--- config.mk ---
export PLATFORM = sky130hd
export DESIGN_NAME = sha224_256_hash_core
export DESIGN_NICKNAME = d
export VERILOG_FILES = /design/src/rtl/sha2_pkg.sv /design/src/rtl/sha2_front.sv /design/src/rtl/sha2_back.sv /design/src/rtl/sha224_256_hash_core.sv
export SDC_FILE = /design/constraint.sdc
export NUM_CORES = 2
export LEC_CHECK = 0
export BUFFER_PORTS_ARGS = -buffer_cell sky130_fd_sc_hd__buf_4
export CORE_AREA = 2 2 411 413
export DETAILED_ROUTE_END_ITERATION = 7
export DIE_AREA = 0 0 413 415
export PLACE_DENSITY_LB_ADDON = 0.1
export SYNTH_ARGS = -nofsm -noshare
export SYNTH_HDL_FRONTEND = slang
export SYNTH_SLANG_ARGS = --single-unit
--- constraint.sdc ---
create_clock -name clk -period 27.1 [get_ports clk]
set_input_delay 1.355 -clock clk [delete_from_list [all_inputs] [get_ports clk]]
set_output_delay 1.355 -clock clk [all_outputs]
set_load 0.1 [all_outputs]
--- src/rtl/sha2_pkg.sv ---
// Shared types, constants and round functions for the SHA-224/256 hash core.
`timescale 1ns / 1ps
package sha2_pkg;

	localparam int unsigned WordW         = 32;
	localparam int unsigned IdxW          = 3;
	localparam int unsigned HashWords     = 8;
	localparam int unsigned BlockWords    = 16;
	localparam int unsigned NumRounds     = 64;
	localparam int unsigned MTdataW       = 40;
	localparam int unsigned PaddrW        = 3;
	localparam int unsigned QueueDepthDef = 4;

	typedef logic [WordW-1:0] word_t;

	// register index as seen on paddr[2]
	localparam logic RegVariant = 1'b0;

	localparam logic VarSha256 = 1'b0;
	localparam logic VarSha224 = 1'b1;

	localparam logic [IdxW-1:0] LastIdx256 = 3'd7;
	localparam logic [IdxW-1:0] LastIdx224 = 3'd6;

	typedef struct packed {
		logic  first_word;
		logic  final_word;
		word_t message_word;
	} item_t;

	typedef struct packed {
		logic  valid;
		item_t item;
	} q_head_t;

	typedef enum logic [1:0] {
		ST_IDLE,
		ST_ROUND,
		ST_ADD,
		ST_EMIT
	} back_state_t;

	localparam word_t RoundK [NumRounds] = '{
		32'h428a2f98, 32'h71374491, 32'hb5c0fbcf, 32'he9b5dba5,
		32'h3956c25b, 32'h59f111f1, 32'h923f82a4, 32'hab1c5ed5,
		32'hd807aa98, 32'h12835b01, 32'h243185be, 32'h550c7dc3,
		32'h72be5d74, 32'h80deb1fe, 32'h9bdc06a7, 32'hc19bf174,
		32'he49b69c1, 32'hefbe4786, 32'h0fc19dc6, 32'h240ca1cc,
		32'h2de92c6f, 32'h4a7484aa, 32'h5cb0a9dc, 32'h76f988da,
		32'h983e5152, 32'ha831c66d, 32'hb00327c8, 32'hbf597fc7,
		32'hc6e00bf3, 32'hd5a79147, 32'h06ca6351, 32'h14292967,
		32'h27b70a85, 32'h2e1b2138, 32'h4d2c6dfc, 32'h53380d13,
		32'h650a7354, 32'h766a0abb, 32'h81c2c92e, 32'h92722c85,
		32'ha2bfe8a1, 32'ha81a664b, 32'hc24b8b70, 32'hc76c51a3,
		32'hd192e819, 32'hd6990624, 32'hf40e3585, 32'h106aa070,
		32'h19a4c116, 32'h1e376c08, 32'h2748774c, 32'h34b0bcb5,
		32'h391c0cb3, 32'h4ed8aa4a, 32'h5b9cca4f, 32'h682e6ff3,
		32'h748f82ee, 32'h78a5636f, 32'h84c87814, 32'h8cc70208,
		32'h90befffa, 32'ha4506ceb, 32'hbef9a3f7, 32'hc67178f2
	};

	localparam word_t Iv256 [HashWords] = '{
		32'h6a09e667, 32'hbb67ae85, 32'h3c6ef372, 32'ha54ff53a,
		32'h510e527f, 32'h9b05688c, 32'h1f83d9ab, 32'h5be0cd19
	};

	localparam word_t Iv224 [HashWords] = '{
		32'hc1059ed8, 32'h367cd507, 32'h3070dd17, 32'hf70e5939,
		32'hffc00b31, 32'h68581511, 32'h64f98fa7, 32'hbefa4fa4
	};

	function automatic word_t big_sig0(input word_t x);
		return {x[1:0], x[31:2]} ^ {x[12:0], x[31:13]} ^ {x[21:0], x[31:22]};
	endfunction

	function automatic word_t big_sig1(input word_t x);
		return {x[5:0], x[31:6]} ^ {x[10:0], x[31:11]} ^ {x[24:0], x[31:25]};
	endfunction

	function automatic word_t small_sig0(input word_t x);
		return {x[6:0], x[31:7]} ^ {x[17:0], x[31:18]} ^ (x >> 3);
	endfunction

	function automatic word_t small_sig1(input word_t x);
		return {x[16:0], x[31:17]} ^ {x[18:0], x[31:19]} ^ (x >> 10);
	endfunction

	function automatic word_t ch_fn(input word_t e, input word_t f, input word_t g);
		return (e & f) ^ (~e & g);
	endfunction

	function automatic word_t maj_fn(input word_t a, input word_t b, input word_t c);
		return (a & b) ^ (a & c) ^ (b & c);
	endfunction

endpackage

--- src/rtl/sha2_front.sv ---
// Input side: accepts message words into a short queue ahead of the engine.
`timescale 1ns / 1ps
module sha2_front
	import sha2_pkg::*;
#(
	parameter int unsigned DEPTH = QueueDepthDef
) (
	input  logic          clk,
	input  logic          arst_n,
	input  logic          s_axis_tvalid,
	output logic          s_axis_tready,
	input  logic [31:0]   s_axis_tdata,   // message_word
	input  logic [0:0]    s_axis_tuser,   // first_word
	input  logic          s_axis_tlast,   // final_word
	input  logic          pop,
	output q_head_t       head
);

	localparam int unsigned PtrW = (DEPTH > 1) ? $clog2(DEPTH) : 1;
	localparam int unsigned CntW = $clog2(DEPTH + 1);

	item_t             q_mem [DEPTH];
	logic [PtrW-1:0]   wr_q;
	logic [PtrW-1:0]   rd_q;
	logic [CntW-1:0]   cnt_q;
	logic              push;
	logic              do_pop;

	assign s_axis_tready = (cnt_q != CntW'(DEPTH));
	assign push          = s_axis_tvalid && s_axis_tready;
	assign do_pop        = pop && head.valid;

	assign head.valid = (cnt_q != '0);
	assign head.item  = q_mem[rd_q];

	always_ff @(posedge clk) begin
		if (push) begin
			q_mem[wr_q] <= '{first_word: s_axis_tuser[0], final_word: s_axis_tlast,
				message_word: s_axis_tdata};
		end
	end

	always_ff @(posedge clk or negedge arst_n) begin
		if (!arst_n) begin
			wr_q  <= '0;
			rd_q  <= '0;
			cnt_q <= '0;
		end else begin
			if (push) begin
				wr_q <= (wr_q == PtrW'(DEPTH - 1)) ? '0 : wr_q + 1'b1;
			end
			if (do_pop) begin
				rd_q <= (rd_q == PtrW'(DEPTH - 1)) ? '0 : rd_q + 1'b1;
			end
			if (push && !do_pop) begin
				cnt_q <= cnt_q + 1'b1;
			end else if (!push && do_pop) begin
				cnt_q <= cnt_q - 1'b1;
			end
		end
	end

endmodule

--- src/rtl/sha2_back.sv ---
// Engine: collects blocks, runs the 64 compression rounds and emits the digest.
`timescale 1ns / 1ps
module sha2_back
	import sha2_pkg::*;
(
	input  logic                clk,
	input  logic                arst_n,
	input  logic                variant,
	input  q_head_t             head,
	output logic                pop,
	output logic                m_axis_tvalid,
	input  logic                m_axis_tready,
	output logic [MTdataW-1:0]  m_axis_tdata,   // digest_word, word_index, zero pad
	output logic                m_axis_tlast    // last_of_digest
);

	back_state_t       state_q;
	back_state_t       state_d;
	logic [3:0]        wib_q;
	logic [5:0]        round_q;
	logic              fin_pend_q;
	logic [IdxW-1:0]   idx_q;
	word_t             hash_q [HashWords];
	word_t             var_q  [HashWords];
	word_t             win_q  [BlockWords];
	logic              out_valid_q;
	word_t             out_data_q;
	logic [IdxW-1:0]   out_idx_q;
	logic              out_last_q;

	word_t             hash_cur [HashWords];
	logic [3:0]        wib_base;
	logic              blk_done;
	logic              load_out;
	logic              out_free;
	logic [IdxW-1:0]   last_idx;
	word_t             t1;
	word_t             t2;
	word_t             sched_new;

	always_comb begin
		for (int i = 0; i < HashWords; i++) begin
			if (head.item.first_word) begin
				hash_cur[i] = (variant == VarSha224) ? Iv224[i] : Iv256[i];
			end else begin
				hash_cur[i] = hash_q[i];
			end
		end
	end

	assign wib_base  = head.item.first_word ? '0 : wib_q;
	assign blk_done  = (wib_base == 4'(BlockWords - 1));
	assign last_idx  = (variant == VarSha224) ? LastIdx224 : LastIdx256;
	assign out_free  = !out_valid_q || m_axis_tready;

	assign t1 = var_q[7] + big_sig1(var_q[4]) + ch_fn(var_q[4], var_q[5], var_q[6])
		+ RoundK[round_q] + win_q[0];
	assign t2 = big_sig0(var_q[0]) + maj_fn(var_q[0], var_q[1], var_q[2]);
	assign sched_new = small_sig1(win_q[14]) + win_q[9] + small_sig0(win_q[1]) + win_q[0];

	// outputs of the sequencer
	always_comb begin
		pop      = (state_q == ST_IDLE) && head.valid;
		load_out = (state_q == ST_EMIT) && out_free;
	end

	// next state
	always_comb begin
		state_d = state_q;
		unique case (state_q)
			ST_IDLE: begin
				if (pop) begin
					if (blk_done) begin
						state_d = ST_ROUND;
					end else if (head.item.final_word) begin
						state_d = ST_EMIT;
					end
				end
			end
			ST_ROUND: begin
				if (round_q == 6'(NumRounds - 1)) begin
					state_d = ST_ADD;
				end
			end
			ST_ADD: begin
				state_d = fin_pend_q ? ST_EMIT : ST_IDLE;
			end
			ST_EMIT: begin
				if (load_out && idx_q == last_idx) begin
					state_d = ST_IDLE;
				end
			end
			default: state_d = ST_IDLE;
		endcase
	end

	// payload: message window, hash state, output data
	always_ff @(posedge clk) begin
		if (pop) begin
			for (int i = 0; i < BlockWords - 1; i++) begin
				win_q[i] <= win_q[i+1];
			end
			win_q[BlockWords-1] <= head.item.message_word;
			if (head.item.first_word) begin
				hash_q <= hash_cur;
			end
		end else if (state_q == ST_ROUND) begin
			for (int i = 0; i < BlockWords - 1; i++) begin
				win_q[i] <= win_q[i+1];
			end
			win_q[BlockWords-1] <= sched_new;
		end
		if (state_q == ST_ADD) begin
			for (int i = 0; i < HashWords; i++) begin
				hash_q[i] <= hash_q[i] + var_q[i];
			end
		end
		if (load_out) begin
			out_data_q <= hash_q[idx_q];
			out_idx_q  <= idx_q;
			out_last_q <= (idx_q == last_idx);
		end
	end

	// control and working variables
	always_ff @(posedge clk or negedge arst_n) begin
		if (!arst_n) begin
			state_q     <= ST_IDLE;
			wib_q       <= '0;
			round_q     <= '0;
			fin_pend_q  <= 1'b0;
			idx_q       <= '0;
			out_valid_q <= 1'b0;
			for (int i = 0; i < HashWords; i++) begin
				var_q[i] <= '0;
			end
		end else begin
			state_q <= state_d;
			if (pop) begin
				wib_q <= head.item.final_word ? '0 : wib_base + 4'd1;
				idx_q <= '0;
				if (blk_done) begin
					var_q      <= hash_cur;
					round_q    <= '0;
					fin_pend_q <= head.item.final_word;
				end
			end
			if (state_q == ST_ROUND) begin
				var_q[7] <= var_q[6];
				var_q[6] <= var_q[5];
				var_q[5] <= var_q[4];
				var_q[4] <= var_q[3] + t1;
				var_q[3] <= var_q[2];
				var_q[2] <= var_q[1];
				var_q[1] <= var_q[0];
				var_q[0] <= t1 + t2;
				round_q  <= round_q + 6'd1;
			end
			if (state_q == ST_ADD) begin
				idx_q <= '0;
			end
			if (load_out) begin
				idx_q <= idx_q + 1'b1;
			end
			if (load_out) begin
				out_valid_q <= 1'b1;
			end else if (m_axis_tready) begin
				out_valid_q <= 1'b0;
			end
		end
	end

	assign m_axis_tvalid = out_valid_q;
	assign m_axis_tdata  = {{(MTdataW - WordW - IdxW){1'b0}}, out_idx_q, out_data_q};
	assign m_axis_tlast  = out_last_q;

endmodule

--- src/rtl/sha224_256_hash_core.sv ---
// Top level of the SHA-224/256 hash core: stream ports, queue, engine, register port.
//
// Feed the padded message one big-endian 32-bit word per item on the slave stream;
// tuser marks the first word of a message (reloads the initial hash values chosen
// by the variant register) and tlast marks the final word, after which the digest
// comes out on the master stream, most significant word first: eight words for
// SHA-256, seven for SHA-224, with tlast on the final one. A four-entry queue in
// front of the engine takes words while the engine compresses or while a digest
// word waits on the output. The engine consumes one word per cycle while it is
// idle and takes none while it compresses or emits; every sixteenth word starts
// 64 rounds on the single round unit, after which the ADD state folds the result
// into the hash state. The digest follows once the last block is folded in. A
// final word that does not close a block drops the partial block and returns the
// hash state as it stands; a first word in mid-block drops the partial block.
// Write the variant register only while the core is idle.
`timescale 1ns / 1ps
module sha224_256_hash_core
	import sha2_pkg::*;
#(
	parameter int unsigned QUEUE_DEPTH = QueueDepthDef
) (
	input  logic                clk,
	input  logic                arst_n,
	// slave stream: message words
	input  logic                s_axis_tvalid,
	output logic                s_axis_tready,
	input  logic [31:0]         s_axis_tdata,   // [31:0] message_word
	input  logic [0:0]          s_axis_tuser,   // [0] first_word
	input  logic                s_axis_tlast,   // final_word
	// master stream: digest words
	output logic                m_axis_tvalid,
	input  logic                m_axis_tready,
	output logic [MTdataW-1:0]  m_axis_tdata,   // [31:0] digest_word, [34:32] word_index
	output logic                m_axis_tlast,   // last_of_digest
	// register port
	input  logic                psel,
	input  logic                penable,
	input  logic                pwrite,
	input  logic [PaddrW-1:0]   paddr,
	input  logic [31:0]         pwdata,
	output logic [31:0]         prdata,
	output logic                pready
);

	logic     variant_q;
	logic     reg_wr;
	logic     pop;
	q_head_t  head;

	// register port: zero wait states, register index on paddr[2]
	assign pready = 1'b1;
	assign reg_wr = psel && penable && pwrite && pready;
	assign prdata = (paddr[2] == RegVariant) ? {31'd0, variant_q} : 32'd0;

	always_ff @(posedge clk or negedge arst_n) begin
		if (!arst_n) begin
			variant_q <= VarSha256;
		end else if (reg_wr && paddr[2] == RegVariant) begin
			variant_q <= pwdata[0];
		end
	end

	// queue the incoming words
	sha2_front #(
		.DEPTH(QUEUE_DEPTH)
	) u_front (
		.clk          (clk),
		.arst_n       (arst_n),
		.s_axis_tvalid(s_axis_tvalid),
		.s_axis_tready(s_axis_tready),
		.s_axis_tdata (s_axis_tdata),
		.s_axis_tuser (s_axis_tuser),
		.s_axis_tlast (s_axis_tlast),
		.pop          (pop),
		.head         (head)
	);

	// compress blocks and drive the digest
	sha2_back u_back (
		.clk          (clk),
		.arst_n       (arst_n),
		.variant      (variant_q),
		.head         (head),
		.pop          (pop),
		.m_axis_tvalid(m_axis_tvalid),
		.m_axis_tready(m_axis_tready),
		.m_axis_tdata (m_axis_tdata),
		.m_axis_tlast (m_axis_tlast)
	);

endmodule

==> flow_summary_export.csv <==
group,metric,value,unit
die,start_util,44.9,%
clocking,cts_made_buffers,143,
timing,period_share,37.8,%
place,dpl.hpwl,181000,um
clocking,holdBufCountCts,0,
die,die-width,413,um
worst_setup_path,endpoint_kind,"register",
clocking,clk_latency,820,ps
die,die_height,415,um
routing,vias,55100,
logic_synthesis,syn_area,74800,um^2
min_path,hp-class,"register to register",
logic_synthesis,synth_mux_area_share,4.50,%
timing,max_freq,0.0977,GHz
logic_synthesis,ys.flop_type,"edfxtp_1",
logic_synthesis,synth_top_family_by_area,"compound AO/OA/AOI/OAI gates",
logic_synthesis,synthAdderAreaFrac,12.3,%
final_layout,fillers,15000,
routing,drt_iter0_drc,5988,
clocking,post_cts_buffers,0,
final_layout,multi_input_comb_area,37100,um^2
routing,ant_nets,0,
logic_synthesis,synth_cell_type_count,83,
logic_synthesis,synthArstFlopShare,23.0,%
worst_setup_path,crit_type,"register to register",
die,dieArea,171000,um^2
grt,grt_max_degree,213,
logic_synthesis,synth_top_area_cell,"edfxtp_1",
grt,grt_pass1_vias,52600,
place,gp_congestion,0.947,
job,drv_cap,0,
timing,setup_tns,0,ps
clocking,htree_levels,4,
timing,worst_slew_pin_slew,1290,ps
worst_setup_path,cp_slowest_cell,"o21ai_1",
routing,wirelength,257000,um
logic_synthesis,synth_edf_count,940,
logic_synthesis,synth-seq-cells,1221,
timing,worst_hold_slack,396,ps
clocking,cts_sinks,1221,
grt,grt_first_pass_wirelength,370000,um
logic_synthesis,synthCells,6752,
logic_synthesis,ys_warn_count,0,
worst_setup_path,required,27800,ps
timing,timing.slew.headroom,13.0,%
grt,grt_overflow,0,
status,status,"finished, final reports clean",
timing,rsz0062_at_grt,"false",
clocking,cts_resized,0,
worst_setup_path,critPathLaunchType,"register",
routing,dr.pass1.iters,5,
power,leakagePower,0.0314,uW
power,p_per_area,52.7,nW/um^2
die,ios,152,
timing,skew,65.2,ps
timing,drv_slew,0,
timing,period_minus_slack,10240,ps
place,port_buffers,81,
worst_setup_path,arrival,10940,ps
final_layout,final_nets,7358,
timing,hold_violations,0,
logic_synthesis,yosys.area_share.simple,9.70,%
die,fp-row-count,150,
power,ir_worst_vdd,0.114,mV
routing,routedWlPerCell,28.6,um
clocking,path_clk_slew,70,ps
clocking,cts_tree,"done",
grt,antenna_found_initial,4,
logic_synthesis,synthTopCellsByArea,"edfxtp_1, dfrtp_1, ha_1, fa_1, xnor2_1",
routing,post_drt_via_cell_ratio,6.11,
grt,track_usage,29.6,%
timing,setup_viol,0,
logic_synthesis,avgSynthCellArea,11.1,um^2
final_layout,regArea,35300,um^2
worst_setup_path,path_common_cell,"fa_1",
routing,drcViolationCount,0,
final_layout,area_growth,10.1,%
die,fp.coreArea,167000,um^2
logic_synthesis,synth_compound_area_share,16.2,%
logic_synthesis,yosysSeqAreaShare,47.1,%
logic_synthesis,synth_xor_area_share,6.50,%
clocking,clock-root-buffer,"clkbuf_16",
worst_setup_path,worstPathMaxFanout,60,
logic_synthesis,synth.top_cell.area_share,37.7,%
final_layout,drive_gt1_share,9.87,%
clocking,clk_path_buf_depth,3,
worst_setup_path,critPathMaxStageDelay,910,ps
-- cell usage in the layout, fill, tap and decap left out, types with 145 or more instances in the layout --
| master | instances |
|---|---|
| inv_1 | 288 |
| clkbuf_16 | 145 |
| a21oi_1 | 603 |
| xor2_1 | 180 |
| fa_1 | 196 |
| a21o_1 | 155 |
| xnor2_1 | 375 |
| ha_1 | 399 |
| buf_4 | 148 |
| o21ai_0 | 429 |
| nand2_1 | 397 |
| dfrtp_1 | 274 |
| nor3_1 | 147 |
| nor2_1 | 521 |
| edfxtp_1 | 940 |
-- worst max-delay path: cells and delay by family (launching register included) --
kind                     cells  cell delay (ps)
AO/OA/AOI/OAI               11             3610
XOR/XNOR                     1              470
adder cells (fa/ha/maj)      7             3010
buffers and inverters        5             1070
flip-flops                   1              340
AND/OR/NAND/NOR              6             1600
-- flip-flops by register name, summed over array words and instances, names as in the netlist, 3 cells and up --
register           flops
u_back.out_data_q     32
u_front.cnt_q          3
u_front.q_mem        136
u_back.win_q         512
u_back.out_idx_q       3
u_back.idx_q           3
u_back.wib_q           4
u_back.hash_q        256
u_back.var_q         256
u_back.round_q         6
-- per-stage QoR --
stage / power, uW / instance area [um^2] / utilization [%] / setup WS [ps] / std cells
3_3_place_gp: 2370 / 77400 / 46.5 / 17120 / 8746
2_1_floorplan: 2280 / 74900 / - / 6260 / 6787
5_1_grt: 4480 / 82400 / 49.4 / 16490 / 9011
4_1_cts: 4380 / 82400 / 49.4 / 17120 / 9011
6_report: 4340 / 82400 / 49.4 / 16860 / 9012
3_5_place_dp: 2380 / 77400 / 46.5 / 17150 / 8746
-- cell type report --
class                   count  area share [%]
multi-input cells        4874            45.0
repair buffers            155            1.51
clock buffers             188            4.76
clock inverters            77            1.22
flip-flops and latches   1221            42.8
diodes                      1         0.00304
inverters                 292            1.33
well taps                2204            3.35
-- per-layer routing --
layer / global-route usage (%) / share of wire [%] / vias up
met1: 39.9 / 42 / 27800
met5: 0 / 0 / -
li1: - / - / 24800
met4: 11.4 / 4.3 / 0
met3: 4.92 / 6.4 / 411
met2: 47.8 / 47 / 2059
-- cells by family (layout without fill, tap and decap cells) --
logic type,after synthesis,after routing
other,2,38
muxes,200,200
buffers and inverters,692,712
xor gates and xnor gates,555,555
adders and majority gates,621,621
DFF,1221,1221
and+or+nand+nor,1567,1567
AOI/OAI and AO/OA,1894,1894
-- report_power, final --
group | leakage [uW] | internal (uW) | switching (uW)
Combinational | 0.0166 | 65.7 | 192
Sequential | 0.0124 | 2070 | 12.3
Clock | 0.00237 | 1150 | 855
-- final timing paths --
path | endpoint | cells after the start | slack, ps | from
max | u_back.var_q[254] | 30 | 16860 | u_back.round_q[2]
min | u_back.win_q[1][20] | 0 | 400 | u_back.win_q[1][52]
max reg2reg | u_back.var_q[254] | 30 | 16860 | u_back.round_q[2]
min reg2reg | u_back.win_q[1][20] | 0 | 400 | u_back.win_q[1][52]
max in group asynchronous | u_back.round_q[3] | 4 | 23610 | arst_n
min in group asynchronous | u_back.var_q[197] | 1 | 600 | arst_n
-- synth_stat cells, drive strengths merged, types with 71 or more instances --
library cell	instances
mux4	105
o211ai	85
xnor2	375
xor2	180
ha	399
clkbuf	286
nand3	130
edfxtp	940
buf	114
a211oi	71
nand2	402
nor3	149
a21oi	604
dfrtp	281
o221a	95
a21o	156
inv	290
o21ai	436
fa	196
nor2	524
Note: power is estimated with default switching activity, not from simulation.
